[config.mk]
export PLATFORM = sky130hd
export DESIGN_NAME = cau_div_cell
export DESIGN_NICKNAME = d
export VERILOG_FILES = /design/src/rtl/cau_pkg.sv /design/src/rtl/cau_div_cell.sv
export SDC_FILE = /design/constraint.sdc
export NUM_CORES = 1
export LEC_CHECK = 0
export BUFFER_PORTS_ARGS = -buffer_cell sky130_fd_sc_hd__clkbuf_2
export CORE_AREA = 2 2 311 313
export DETAILED_ROUTE_END_ITERATION = 10
export DIE_AREA = 0 0 313 315
export PLACE_DENSITY = 0.5
export RECOVER_POWER = 50
export SLEW_MARGIN = 20
export SYNTH_ARGS = -nofsm -noshare
export SYNTH_HDL_FRONTEND = slang
export SYNTH_SLANG_ARGS = --single-unit
[constraint.sdc]
create_clock -name clk -period 34.2 [get_ports clk]
set_input_delay 3.42 -clock clk [delete_from_list [all_inputs] [get_ports clk]]
set_output_delay 3.42 -clock clk [all_outputs]
set_load 0.01 [all_outputs]
[src/rtl/cau_pkg.sv]
// Shared types, command and status codes for the complex arithmetic unit.
// Used by every module under rtl/; depends on nothing else.
package cau_pkg;

  localparam int FRAC_BITS_DEF = 16;
  localparam int FRAC_BITS_MAX = 30;
  // Quotient bits below the overflow bit; the cell chain has QB+1 cells.
  localparam int QB = 32;
  // Remainder width: covers mag << FRAC_BITS_MAX and den << QB.
  localparam int RW = 97;

  typedef enum logic [2:0] {
    CMD_ADD = 3'd0,
    CMD_SUB = 3'd1,
    CMD_MUL = 3'd2,
    CMD_DIV = 3'd3,
    CMD_INC = 3'd4
  } cmd_t;

  localparam logic [1:0] ST_OK = 2'd0;
  localparam logic [1:0] ST_DZ = 2'd1;
  localparam logic [1:0] ST_OV = 2'd2;

  // One divide lane: running remainder, quotient bits (top bit = overflow), sign.
  typedef struct packed {
    logic [RW-1:0] rem;
    logic [QB:0]   q;
    logic          neg;
  } div_lane_t;

  typedef struct packed {
    logic [2:0]  cmd;
    logic [31:0] re;
    logic [31:0] im;
    logic [1:0]  st;
    logic [63:0] den;
    div_lane_t   lre;
    div_lane_t   lim;
  } item_t;

  typedef struct packed {
    logic [31:0] val;
    logic        ov;
  } sat_t;

  function automatic sat_t sat32(input logic signed [66:0] v);
    sat_t r;
    if (v > 67'sh7FFFFFFF) begin
      r.val = 32'h7FFF_FFFF;
      r.ov  = 1'b1;
    end else if (v < -67'sh80000000) begin
      r.val = 32'h8000_0000;
      r.ov  = 1'b1;
    end else begin
      r.val = v[31:0];
      r.ov  = 1'b0;
    end
    return r;
  endfunction

endpackage

[src/rtl/cau_div_cell.sv]
// One restoring-division cell: resolves quotient bit SHIFT for both lanes.
// Depends on cau_pkg; chained QB+1 times in the top level.
module cau_div_cell #(
  parameter int SHIFT = 0
) (
  input  logic           clk,
  input  logic           rst_n,
  input  logic           in_valid,
  output logic           in_ready,
  input  cau_pkg::item_t in_item,
  output logic           out_valid,
  input  logic           out_ready,
  output cau_pkg::item_t out_item
);
  import cau_pkg::*;

  logic          v_r;
  item_t         it_r;
  item_t         it_nxt;
  logic [RW-1:0] dsh;

  assign in_ready = !v_r || out_ready;
  assign dsh      = RW'(in_item.den) << SHIFT;

  always_comb begin
    it_nxt = in_item;
    if (in_item.lre.rem >= dsh) begin
      it_nxt.lre.rem      = in_item.lre.rem - dsh;
      it_nxt.lre.q[SHIFT] = 1'b1;
    end
    if (in_item.lim.rem >= dsh) begin
      it_nxt.lim.rem      = in_item.lim.rem - dsh;
      it_nxt.lim.q[SHIFT] = 1'b1;
    end
  end

  always_ff @(posedge clk) begin
    if (!rst_n) begin
      v_r <= 1'b0;
    end else if (in_ready) begin
      v_r <= in_valid;
    end
  end

  always_ff @(posedge clk) begin
    if (in_ready && in_valid) begin
      it_r <= it_nxt;
    end
  end

  assign out_valid = v_r;
  assign out_item  = it_r;

endmodule

==> summary.txt <==
Status
  – Result of the run: finished with violations
  – Failing checks: capacitance limit, slew limit

Clock network
  – Post-CTS sizing: 0
  – Clk root buf: clkbuf_16
  – CTS clk-pin slew, worst paths: 60 ps
  – Clock Path Buffers: 3
  – Clock Latency Late Sink: 650 ps
  – Hold_buf cts: 0
  – H-tree lvl count: 2
  – CTS tree: built
  – Num CTS Buffers: 51
  – Clk sinks: 396
  – Postcts setup bufs: 0

Worst setup path
  – Crit path capture type: flop
  – Worst flop-to-flop path startpoint: out_valid
  – Critical path's top delay family: simple AND/OR/NAND/NOR gates
  – Critical R2R Capture: out_item[248]
  – Slowest stage delay, CP: 930 ps
  – CP arrival: 8530 ps
  – Critical path peak fanout: 52
  – CP Data Required Time: 34580 ps
  – CP max-delay cell: nor3_1
  – Setup CP Type: input port to flop
  – WP depth: 12
  – Reg2Reg Depth: 4
  – Crit-path cells: clkbuf_1 -> inv_1 -> ha_1 -> nand4_1 -> nor3_1 -> nand3_1 -> nor3_1 -> a31oi_1 -> o221ai_4 -> buf_4 -> buf_4 -> mux2_2
  – Flop2flop setup slack: 28740 ps
  – CP Launch Type: input port
  – Buf+Inv Stages, Crit Path: 4

Routing
  – Wire per inst: 25.7 µm
  – Vias post-DR: 21700
  – Post-DR vias/cell: 4.93
  – Initial detailed-routing violation count: 1703
  – Final wirelength: 113000 µm
  – Drc violations: 0
  – Final ANT Viol Nets: 0
  – DRT Pass-1 Iters: 5

Timing
  – Peak Freq: 0.123 GHz
  – Clock Skew: 14.7 ps
  – RSZ-0062 raised after global routing: false
  – Setup ws final: 26060 ps
  – Final hold violations: 0
  – Max_slew headroom: -1.51
  – Post-route clock period utilization: 0.238
  – Pins over their slew limit: 49
  – Pin slew with the least headroom to its limit: 3770 ps
  – Hold Worst Slack: 549 ps
  – Period minus WS final: 8140 ps
  – Setup-failing EPs final: 0
  – Setup_tns: 0 ps

Power and ir drop
  – Maximum VDD drop: 0.0363 mV
  – Reg power frac: 0.398
  – Combinational share of power: 0.222
  – P_leak: 11.5 nW
  – PwrDens: 50.3 nW/µm²
  – Internal power: 1.04 mW
  – Clock share of power: 0.380
  – Switching power: 0.479 mW
  – Sw Share: 0.315

Place
  – Post-DP HPWL: 94600 µm
  – Setup slack at placement: 25490 ps
  – GP Congestion: 0.921
  – Port Buffers: 795

Layout
  – Layout overhead on the synthesized area: 27.2%
  – Fraction of layout cells with a size suffix above 1: 0.174
  – Nets: 3609
  – Final Util: 0.316

Synthesis
  – Unique cell type count in the Yosys netlist: 90
  – Register area share after synthesis: 0.500
  – Cells after Synth: 2328
  – Mean post-synth cell area: 10.2 µm²
  – Mapped Area: 23800 µm²
  – Yosys reg bits: 396
  – Ys flop type: edfxtp_1
  – Synthesis warning total: 0
  – EDFF count, synth: 395
  – Async set-reset flop share out of synthesis: 0
  – Syn nets: 2857

Floorplan
  – Die W: 313 µm
  – Core area: 95700 µm²
  – DIE AREA: 98600 µm²
  – Row count: 114
  – IO Count: 796
  – Starting density of the core: 0.248
  – Die Height: 315 µm

Global routing
  – Largest net degree at the start of global routing: 164
  – Initial antenna violation count: 28
  – GRT Overall Usage: 0.220
  – First-pass GRT wire length: 156000 µm
  – Total gr overflow: 0
  – Vias in the first global route: 21300

Min path
  – Hold wc startpoint: out_valid
  – Hold path cells: 2
  – Hold Path Sink: out_valid
  – Worst Hold Class: flop to flop

Job
  – Max cap viols: 1
## final cells by class
type / count / area [µm²]
well taps: 1276 / 1600
repair buffers: 808 / 3570
fillers: 10200 / 65500
clock inverters: 42 / 465
flip-flops and latches: 396 / 11900
multi-input cells: 1720 / 11100
diodes: 4 / 10.0
clock buffers: 53 / 1280
inverters: 103 / 387
## stage by stage
step                total power [mW]  area (µm²)  std cells
finish                          1.52       30200       4402
global route                    1.59       30200       4398
CTS                             1.55       30800       4398
detailed placement             0.962       29000       4303
global placement               0.963       29000       4303
floorplan                      0.811       23800       2328
## state kept, by name, indices dropped and copies added (netlist names)
register	cells
out_item	395
out_valid	1
## worst register-to-register path, delay by kind of cell (launching register included)
| kind | cells | cell delay [ps] |
|---|---|---|
| and+or+nand+nor | 2 | 2780 |
| buffers and inverters | 2 | 1640 |
| DFF | 1 | 310 |
## per-layer routing
metal / vias up / wire length [µm] / global-route usage
met1: 10500 / 45800 / 0.265
met3: 150 / 8400 / 0.0597
met4: 34 / 3180 / 0.0570
met2: 863 / 55500 / 0.386
met5: - / 211 / 0
li1: 10200 / - / -
## power groups by stage
stage / registers (mW) / clock network, mW / logic (mW)
floorplan: 0.643 / 0 / 0.169
global placement: 0.615 / 0 / 0.348
detailed placement: 0.614 / 0 / 0.348
CTS: 0.605 / 0.595 / 0.350
global route: 0.608 / 0.612 / 0.367
finish: 0.604 / 0.578 / 0.338
## worst max path at each step
| stage | slack, ps | start | endpoint |
|---|---|---|---|
| final | 26060 | in_item[306] | out_item[212] |
| after global routing | 25710 | out_ready | out_item[140] |
| after floorplan | 20810 | out_ready | out_item[0] |
| after detailed placement | 25490 | in_item[308] | out_item[200] |
| after CTS | 26180 | in_item[308] | out_item[200] |
| after global placement | 25550 | in_item[308] | out_item[212] |
## cell usage after synthesis, types with 45 or more instances
cell	count	area, µm²
edfxtp_1	395	11900
a21oi_1	295	1480
nor2_1	237	890
nand2_1	182	683
ha_1	128	1600
xnor2_1	113	990
inv_1	103	387
o21ai_0	99	495
xor2_1	72	631
nand4_1	69	432
clkbuf_1	62	233
nor3_1	60	300
a21o_1	52	390
nand3_1	48	240
buf_2	45	225
## logic make-up (layout without fill, tap and decap cells)
logic type	after synthesis	count (layout)	share of synthesized area
AO/OA/AOI/OAI	623	623	0.160
buffers and inverters	212	1006	0.0362
multiplexers	14	14	0.00663
flip-flops	396	396	0.500
XOR/XNOR	185	185	0.0681
other	0	4	0
AND/OR/NAND/NOR	768	768	0.161
adder cells (fa/ha/maj)	130	130	0.0690
## cell usage in the layout, fill, tap and decap left out, types with 17 or more instances in the layout
cell type	count
o21a_1	20
clkbuf_16	51
ha_1	128
nor3_1	60
or2_2	17
edfxtp_1	395
clkbuf_2	381
o21bai_1	21
a21oi_1	295
xnor2_1	113
a211oi_1	17
xor2_1	72
inv_1	103
nor4_1	33
clkbuf_1	416
o21ai_0	99
a21o_1	52
nand4_1	69
nand3_1	48
nand2b_1	17
nor2_1	237
nand2_1	182
Power figures use the tool's default switching activity.
