<file path="config.mk">
export PLATFORM = sky130hd
export DESIGN_NAME = cau_back
export DESIGN_NICKNAME = d
export VERILOG_FILES = /design/src/rtl/cau_pkg.sv /design/src/rtl/cau_back.sv
export SDC_FILE = /design/constraint.sdc
export NUM_CORES = 1
export LEC_CHECK = 0
export ABC_AREA = 1
export BUFFER_PORTS_ARGS = -buffer_cell sky130_fd_sc_hd__buf_2
export CORE_AREA = 3 3 179 181
export CTS_BUF_LIST = sky130_fd_sc_hd__clkbuf_16
export DETAILED_ROUTE_END_ITERATION = 7
export DIE_AREA = 0 0 182 184
export HOLD_SLACK_MARGIN = 0.05
export PLACE_DENSITY_LB_ADDON = 0.15
export REMOVE_ABC_BUFFERS = 1
export SYNTH_ARGS = -nofsm -noshare
export SYNTH_HDL_FRONTEND = slang
export SYNTH_SLANG_ARGS = --single-unit
</file>
<file path="constraint.sdc">
create_clock -name clk -period 9.5 [get_ports clk]
set_input_delay 0.95 -clock clk [delete_from_list [all_inputs] [get_ports clk]]
set_output_delay 0.95 -clock clk [all_outputs]
set_load 0.02 [all_outputs]
</file>
<file path="src/rtl/cau_pkg.sv">
// Shared types, command and status codes for the complex arithmetic unit.
// Used by every module under rtl/; depends on nothing else.
package cau_pkg;

  localparam int FRAC_BITS_DEF = 16;
  localparam int FRAC_BITS_MAX = 30;
  // Quotient bits below the overflow bit; the cell chain has QB+1 cells.
  localparam int QB = 32;
  // Remainder width: covers mag << FRAC_BITS_MAX and den << QB.
  localparam int RW = 97;

  typedef enum logic [2:0] {
    CMD_ADD = 3'd0,
    CMD_SUB = 3'd1,
    CMD_MUL = 3'd2,
    CMD_DIV = 3'd3,
    CMD_INC = 3'd4
  } cmd_t;

  localparam logic [1:0] ST_OK = 2'd0;
  localparam logic [1:0] ST_DZ = 2'd1;
  localparam logic [1:0] ST_OV = 2'd2;

  // One divide lane: running remainder, quotient bits (top bit = overflow), sign.
  typedef struct packed {
    logic [RW-1:0] rem;
    logic [QB:0]   q;
    logic          neg;
  } div_lane_t;

  typedef struct packed {
    logic [2:0]  cmd;
    logic [31:0] re;
    logic [31:0] im;
    logic [1:0]  st;
    logic [63:0] den;
    div_lane_t   lre;
    div_lane_t   lim;
  } item_t;

  typedef struct packed {
    logic [31:0] val;
    logic        ov;
  } sat_t;

  function automatic sat_t sat32(input logic signed [66:0] v);
    sat_t r;
    if (v > 67'sh7FFFFFFF) begin
      r.val = 32'h7FFF_FFFF;
      r.ov  = 1'b1;
    end else if (v < -67'sh80000000) begin
      r.val = 32'h8000_0000;
      r.ov  = 1'b1;
    end else begin
      r.val = v[31:0];
      r.ov  = 1'b0;
    end
    return r;
  endfunction

endpackage

</file>
<file path="src/rtl/cau_back.sv">
// Result stage: divide sign, saturation and zero-divisor handling; output register.
// Depends on cau_pkg; fed by the last divide cell.
module cau_back (
  input  logic           clk,
  input  logic           rst_n,
  input  logic           in_valid,
  output logic           in_ready,
  input  cau_pkg::item_t in_item,
  output logic           out_valid,
  input  logic           out_ready,
  output logic [31:0]    out_re,
  output logic [31:0]    out_im,
  output logic [1:0]     out_st
);
  import cau_pkg::*;

  logic        v_r;
  logic [31:0] re_r, im_r, re_nxt, im_nxt;
  logic [1:0]  st_r, st_nxt;
  sat_t        dre, dim;

  function automatic sat_t fin(input div_lane_t l);
    sat_t        r;
    logic [32:0] lim;
    lim = l.neg ? 33'h0_8000_0000 : 33'h0_7FFF_FFFF;
    if (l.q[QB] || {1'b0, l.q[QB-1:0]} > lim) begin
      r.val = l.neg ? 32'h8000_0000 : 32'h7FFF_FFFF;
      r.ov  = 1'b1;
    end else begin
      r.val = l.neg ? (32'd0 - l.q[QB-1:0]) : l.q[QB-1:0];
      r.ov  = 1'b0;
    end
    return r;
  endfunction

  assign in_ready = !v_r || out_ready;

  always_comb begin
    dre    = fin(in_item.lre);
    dim    = fin(in_item.lim);
    re_nxt = in_item.re;
    im_nxt = in_item.im;
    st_nxt = in_item.st;
    if (in_item.cmd == CMD_DIV) begin
      if (in_item.den == 64'd0) begin
        re_nxt = '0;
        im_nxt = '0;
        st_nxt = ST_DZ;
      end else begin
        re_nxt = dre.val;
        im_nxt = dim.val;
        st_nxt = (dre.ov || dim.ov) ? ST_OV : ST_OK;
      end
    end
  end

  always_ff @(posedge clk) begin
    if (!rst_n) begin
      v_r <= 1'b0;
    end else if (in_ready) begin
      v_r <= in_valid;
    end
  end

  always_ff @(posedge clk) begin
    if (in_ready && in_valid) begin
      re_r <= re_nxt;
      im_r <= im_nxt;
      st_r <= st_nxt;
    end
  end

  assign out_valid = v_r;
  assign out_re    = re_r;
  assign out_im    = im_r;
  assign out_st    = st_r;

endmodule

</file>
==> flow_results.org <==
** Worst setup path
- The number of cells on the worst reg-to-reg path is 2.
- Critical Path Most Common Cell :: nand2_1
- Of all nets on the critical path, the largest fanout is 60.
- R2r startpoint :: out_valid
- STA puts the critical path data required time at 9600 ps.
- Reg2Reg Capture Point :: out_re[8]
- The number of buffers and inverters on the critical path is 3.
- Slowest-stage cell, CP :: buf_4
- Origin of the worst setup path :: in_item[0]
- On the critical path the largest part of the delay comes from simple AND/OR/NAND/NOR gates.
- R2R setup slack :: 7870 ps
- Crit path cell chain :: buf_2 -> buf_4 -> inv_1 -> ha_1 -> nand2_1 -> nor2_1 -> nand2_1 -> nor2_2 -> nand2_1 -> nand2_2 -> nand2_4 -> nand2_4 -> nand2_4 -> nand3_1 -> nand2_1
- CP endpoint kind :: flop
- Kind of launch point of the worst setup path :: input pin
- Critical path type :: in -> reg
- In this design, the stage delay of the slowest critical-path cell is 530 ps.
- Critical Path AT :: 4100 ps

** Clock network
- Buffer cell driving the clock tree root :: clkbuf_16
- Cts repair resizes :: 0
- The later pin in the worst-skew pair is clocked with a latency of 350 ps.
- Clock tree buffer depth :: 2
- After clock tree synthesis, the clock-pin slew on the worst setup and hold paths is 60 ps.
- For this design, the sink count on the clock tree is 67.
- TritonCTS built the clock tree.
- Setup Buffers After CTS :: 0
- Count of H-tree levels built during CTS :: 3
- The number of hold buffers added after CTS was 0.
- Clock tree synthesis inserted a total of 9 buffers.

** Synthesis
- Summed instance area of the synthesized netlist :: 7520 um^2
- Synthesis inferred 67 register bits.
- Post-synthesis xor/xnor area fraction :: 0.0466
- The share of synthesized area in the top cell type comes to 0.264.
- Of the total synthesized cell area, the portion taken by full adders, half adders and majority gates is 0.110.
- Count of cell types in the netlist :: 38
- Area contributors post-synth :: edfxtp_1 26%, nand2_1 17%, ha_1 11%
- For this run, the register share of the synthesized area comes to 0.266.
- Number of instances in the synthesized netlist :: 1083
- Cell type contributing the most total cell area after synthesis :: edfxtp_1
- The compound-cell area share of the yosys netlist was 0.0516.
- Post-synthesis simple-gate area fraction :: 0.436
- By area, the combinational part of the netlist is dominated by simple AND/OR/NAND/NOR gates.
- Yosys printed 0 warnings.
- Of the post-synthesis cell area, the part taken by muxes is 0.
- Post-Synthesis Mean Instance Area :: 6.94 um^2

** Power and ir drop
- Total power :: 1.03 mW
- Clock network fraction of total power :: 0.332
- Summed over all nets, the switching power comes to 0.361 mW.
- Power density over cell area :: 109 nW/um^2
- Cell-internal power :: 0.673 mW
- Maximum vdd ir drop :: 0.0706 mV
- Of the total power, registers draw 0.346.
- Gate power share :: 0.322
- Of the total power, the share spent switching nets is 0.349.
- The analysis attributes to cell leakage a power of 4.67 nW.

** STA
- In the finished design, the share of the clock period the worst path needs comes to 0.421.
- The tightest hold path in the finished design has a slack of 542 ps.
- Tightest Pin Transition :: 978 ps
- In the final timing run, aggregate negative setup slack is 0 ps.
- Setup violations remaining at the end of the flow were counted as 0.
- The hold violation total from the final report came to 0.
- Measured against its own limit, the worst slew margin works out to 0.348.
- Setup repair after global routing left no endpoint under its margin.
- Timing would allow up to 250 MHz.
- Max-slew violations :: 0
- The worst path in the final design needs a cycle of 4000 ps, including I/O delays and setup.
- Across the routed clock network, the largest skew measured is 8.74 ps.

** Routing
- After detailed routing, the average wire length per cell comes to 14.7 um.
- For this run, design rule violations remaining after detail routing come to 0.
- Vias per cell :: 4.44
- In this run, the number of DRC markers left after iteration 0 of detailed routing was 482.
- The pre-antenna-repair detailed-routing pass consisted of 5 iterations.
- Final wirelength :: 25400 um
- The detail route stage leaves a number of antenna-violating nets equal to 0.
- DR vias :: 7710

** Outcome
- Run status :: finished clean

** Finish
- Antenna Diode Count :: 0
- Final instance area :: 9480 um^2
- Leaving out filler cells and counting taps, the final layout contains 1735.
- Final layout net count :: 1799
- Compared with the post-synthesis result, the final layout area differs by 26.1%.
- Share of cells above drive strength 1 :: 0.286

** Global routing
- Total track usage :: 0.151
- Maximum number of pins on one net before global-route repair :: 67
- The number of global-route vias before repair is 7565.
- The number of antenna violations at the first check in global routing was 2.
- Global-route wire length before repair :: 40400 um
- Grt total ovfl :: 0

** Floorplanning
- I/O pin count :: 467
- Die Outline Area :: 33500 um^2
- The initial utilization of the core area, before any placement, comes to 0.246.
- Die span in y :: 184 um
- Core region area :: 30600 um^2
- Floorplan row count :: 64
- The die is 182 um wide.

** Worst hold path
- The tightest min-delay check is of the reg -> reg type.
- Endpoint of the worst hold path :: out_valid
- The worst hold path was traced through 2 stages.
- Min-delay src :: out_valid

** Placed design
- Placed cells :: 1719
- Area of placed instances :: 9190 um^2
- Port-buffer cells :: 272
- The congestion estimate from routability-driven global placement came to 0.828.
- Detail Placement HPWL :: 20100 um

** Flow run
- Max-cap violations in this run came to 0.
cell usage after synthesis:
cell and count:
o21bai_1 1, o211ai_1 2, nand2_2 10, nand4_2 2, nand2_8 1, inv_2 8
xnor2_1 17, a21oi_1 32, o21ai_0 12, nand4_1 13, nand2_1 348, o31ai_1 1
o21ai_1 15, dfxtp_1 1, inv_1 99, buf_6 5, nand3_2 43, nor3_1 1
nor2_4 4, ha_1 66, buf_12 3, nor2_1 109, edfxtp_1 66, nor2_2 11
buf_4 3, a21o_1 2, nand3_1 125, nor3_2 1, o21a_1 2, buf_2 17
nand2_4 6, xor2_1 23, clkbuf_1 12, a21oi_2 1, a21boi_0 1, nor4_1 16
o21ai_4 1, nand3b_1 3
power by group through the flow:
stage               registers (mW)  clock network, mW  logic (mW)
global route                 0.359              0.370       0.379
global placement             0.364                  0       0.334
CTS                          0.357              0.363       0.339
floorplan                    0.393                  0       0.174
finish                       0.357              0.343       0.333
detailed placement           0.363                  0       0.338
flip-flops by register name (all words and copies together) (netlist names):
| name | count |
|---|---|
| out_im | 32 |
| out_valid | 1 |
| out_re | 32 |
| out_st | 2 |
cells in the final DEF (no fill, tap or decap), types with 4 or more instances in the layout:
cell type  Yosys  layout
buf_4          3       8
o21ai_1       15      15
a21oi_1       32      30
xnor2_1       17      17
nor2_1       109     109
inv_1         99      99
nand2_2       10      10
ha_1          66      66
nand3_2       43      43
nand2_4        6       6
nor2_2        11      11
buf_2         17     272
nand2_1      348     348
nand4_1       13      13
o21ai_0       12      12
clkbuf_16      0       9
edfxtp_1      66      66
nor2_4         4       4
xor2_1        23      23
nand3_1      125     125
nor4_1        16      16
inv_2          8       8
stage by stage:
| step | setup WS (ps) | util |
|---|---|---|
| 4_1_cts | 5440 | 0.310 |
| 6_report | 5500 | 0.310 |
| 5_1_grt | 5190 | 0.310 |
| 2_1_floorplan | 2840 | - |
| 3_3_place_gp | 5070 | 0.300 |
| 3_5_place_dp | 5070 | 0.300 |
logic make-up (layout without fill, tap and decap cells):
kind of cell / count (synthesis) / count (layout)
XOR/XNOR: 40 / 40
flip-flops: 67 / 67
AO/OA/AOI/OAI: 70 / 70
AND/OR/NAND/NOR: 693 / 693
adder cells (fa/ha/maj): 66 / 66
buffers and inverters: 147 / 403
routing by layer:
metal  vias up  GRT usage  part of all wire
met4         4     0.0341             0.013
met3        21     0.0360             0.063
li1       4066          -                 -
met5         -          0           0.00083
met2       215      0.242              0.45
met1      3404      0.206              0.48
worst max path at each step:
stage	cells after the start	slack (ps)	to
after global placement	15	5070	out_im[19]
after CTS	15	5440	out_im[19]
final	15	5500	out_im[19]
after global routing	15	5190	out_im[17]
after floorplan	4	2840	out_im[0]
after detailed placement	15	5070	out_im[19]
worst min-delay path: stages, from the launching register on:
cell and delay (ps):
dfxtp_1 340, nand2_1 90, a21boi_0 70
area by class of cell:
type | count | area [um^2]
Tap cell | 396 | 495
Inverter | 107 | 402
Sequential cell | 67 | 2000
Fill cell | 3489 | 21100
Multi-Input combinational cell | 869 | 4870
Timing Repair Buffer | 280 | 1420
Clock buffer | 9 | 225
Clock inverter | 7 | 66.3
Note: power is estimated with default switching activity, not from simulation.
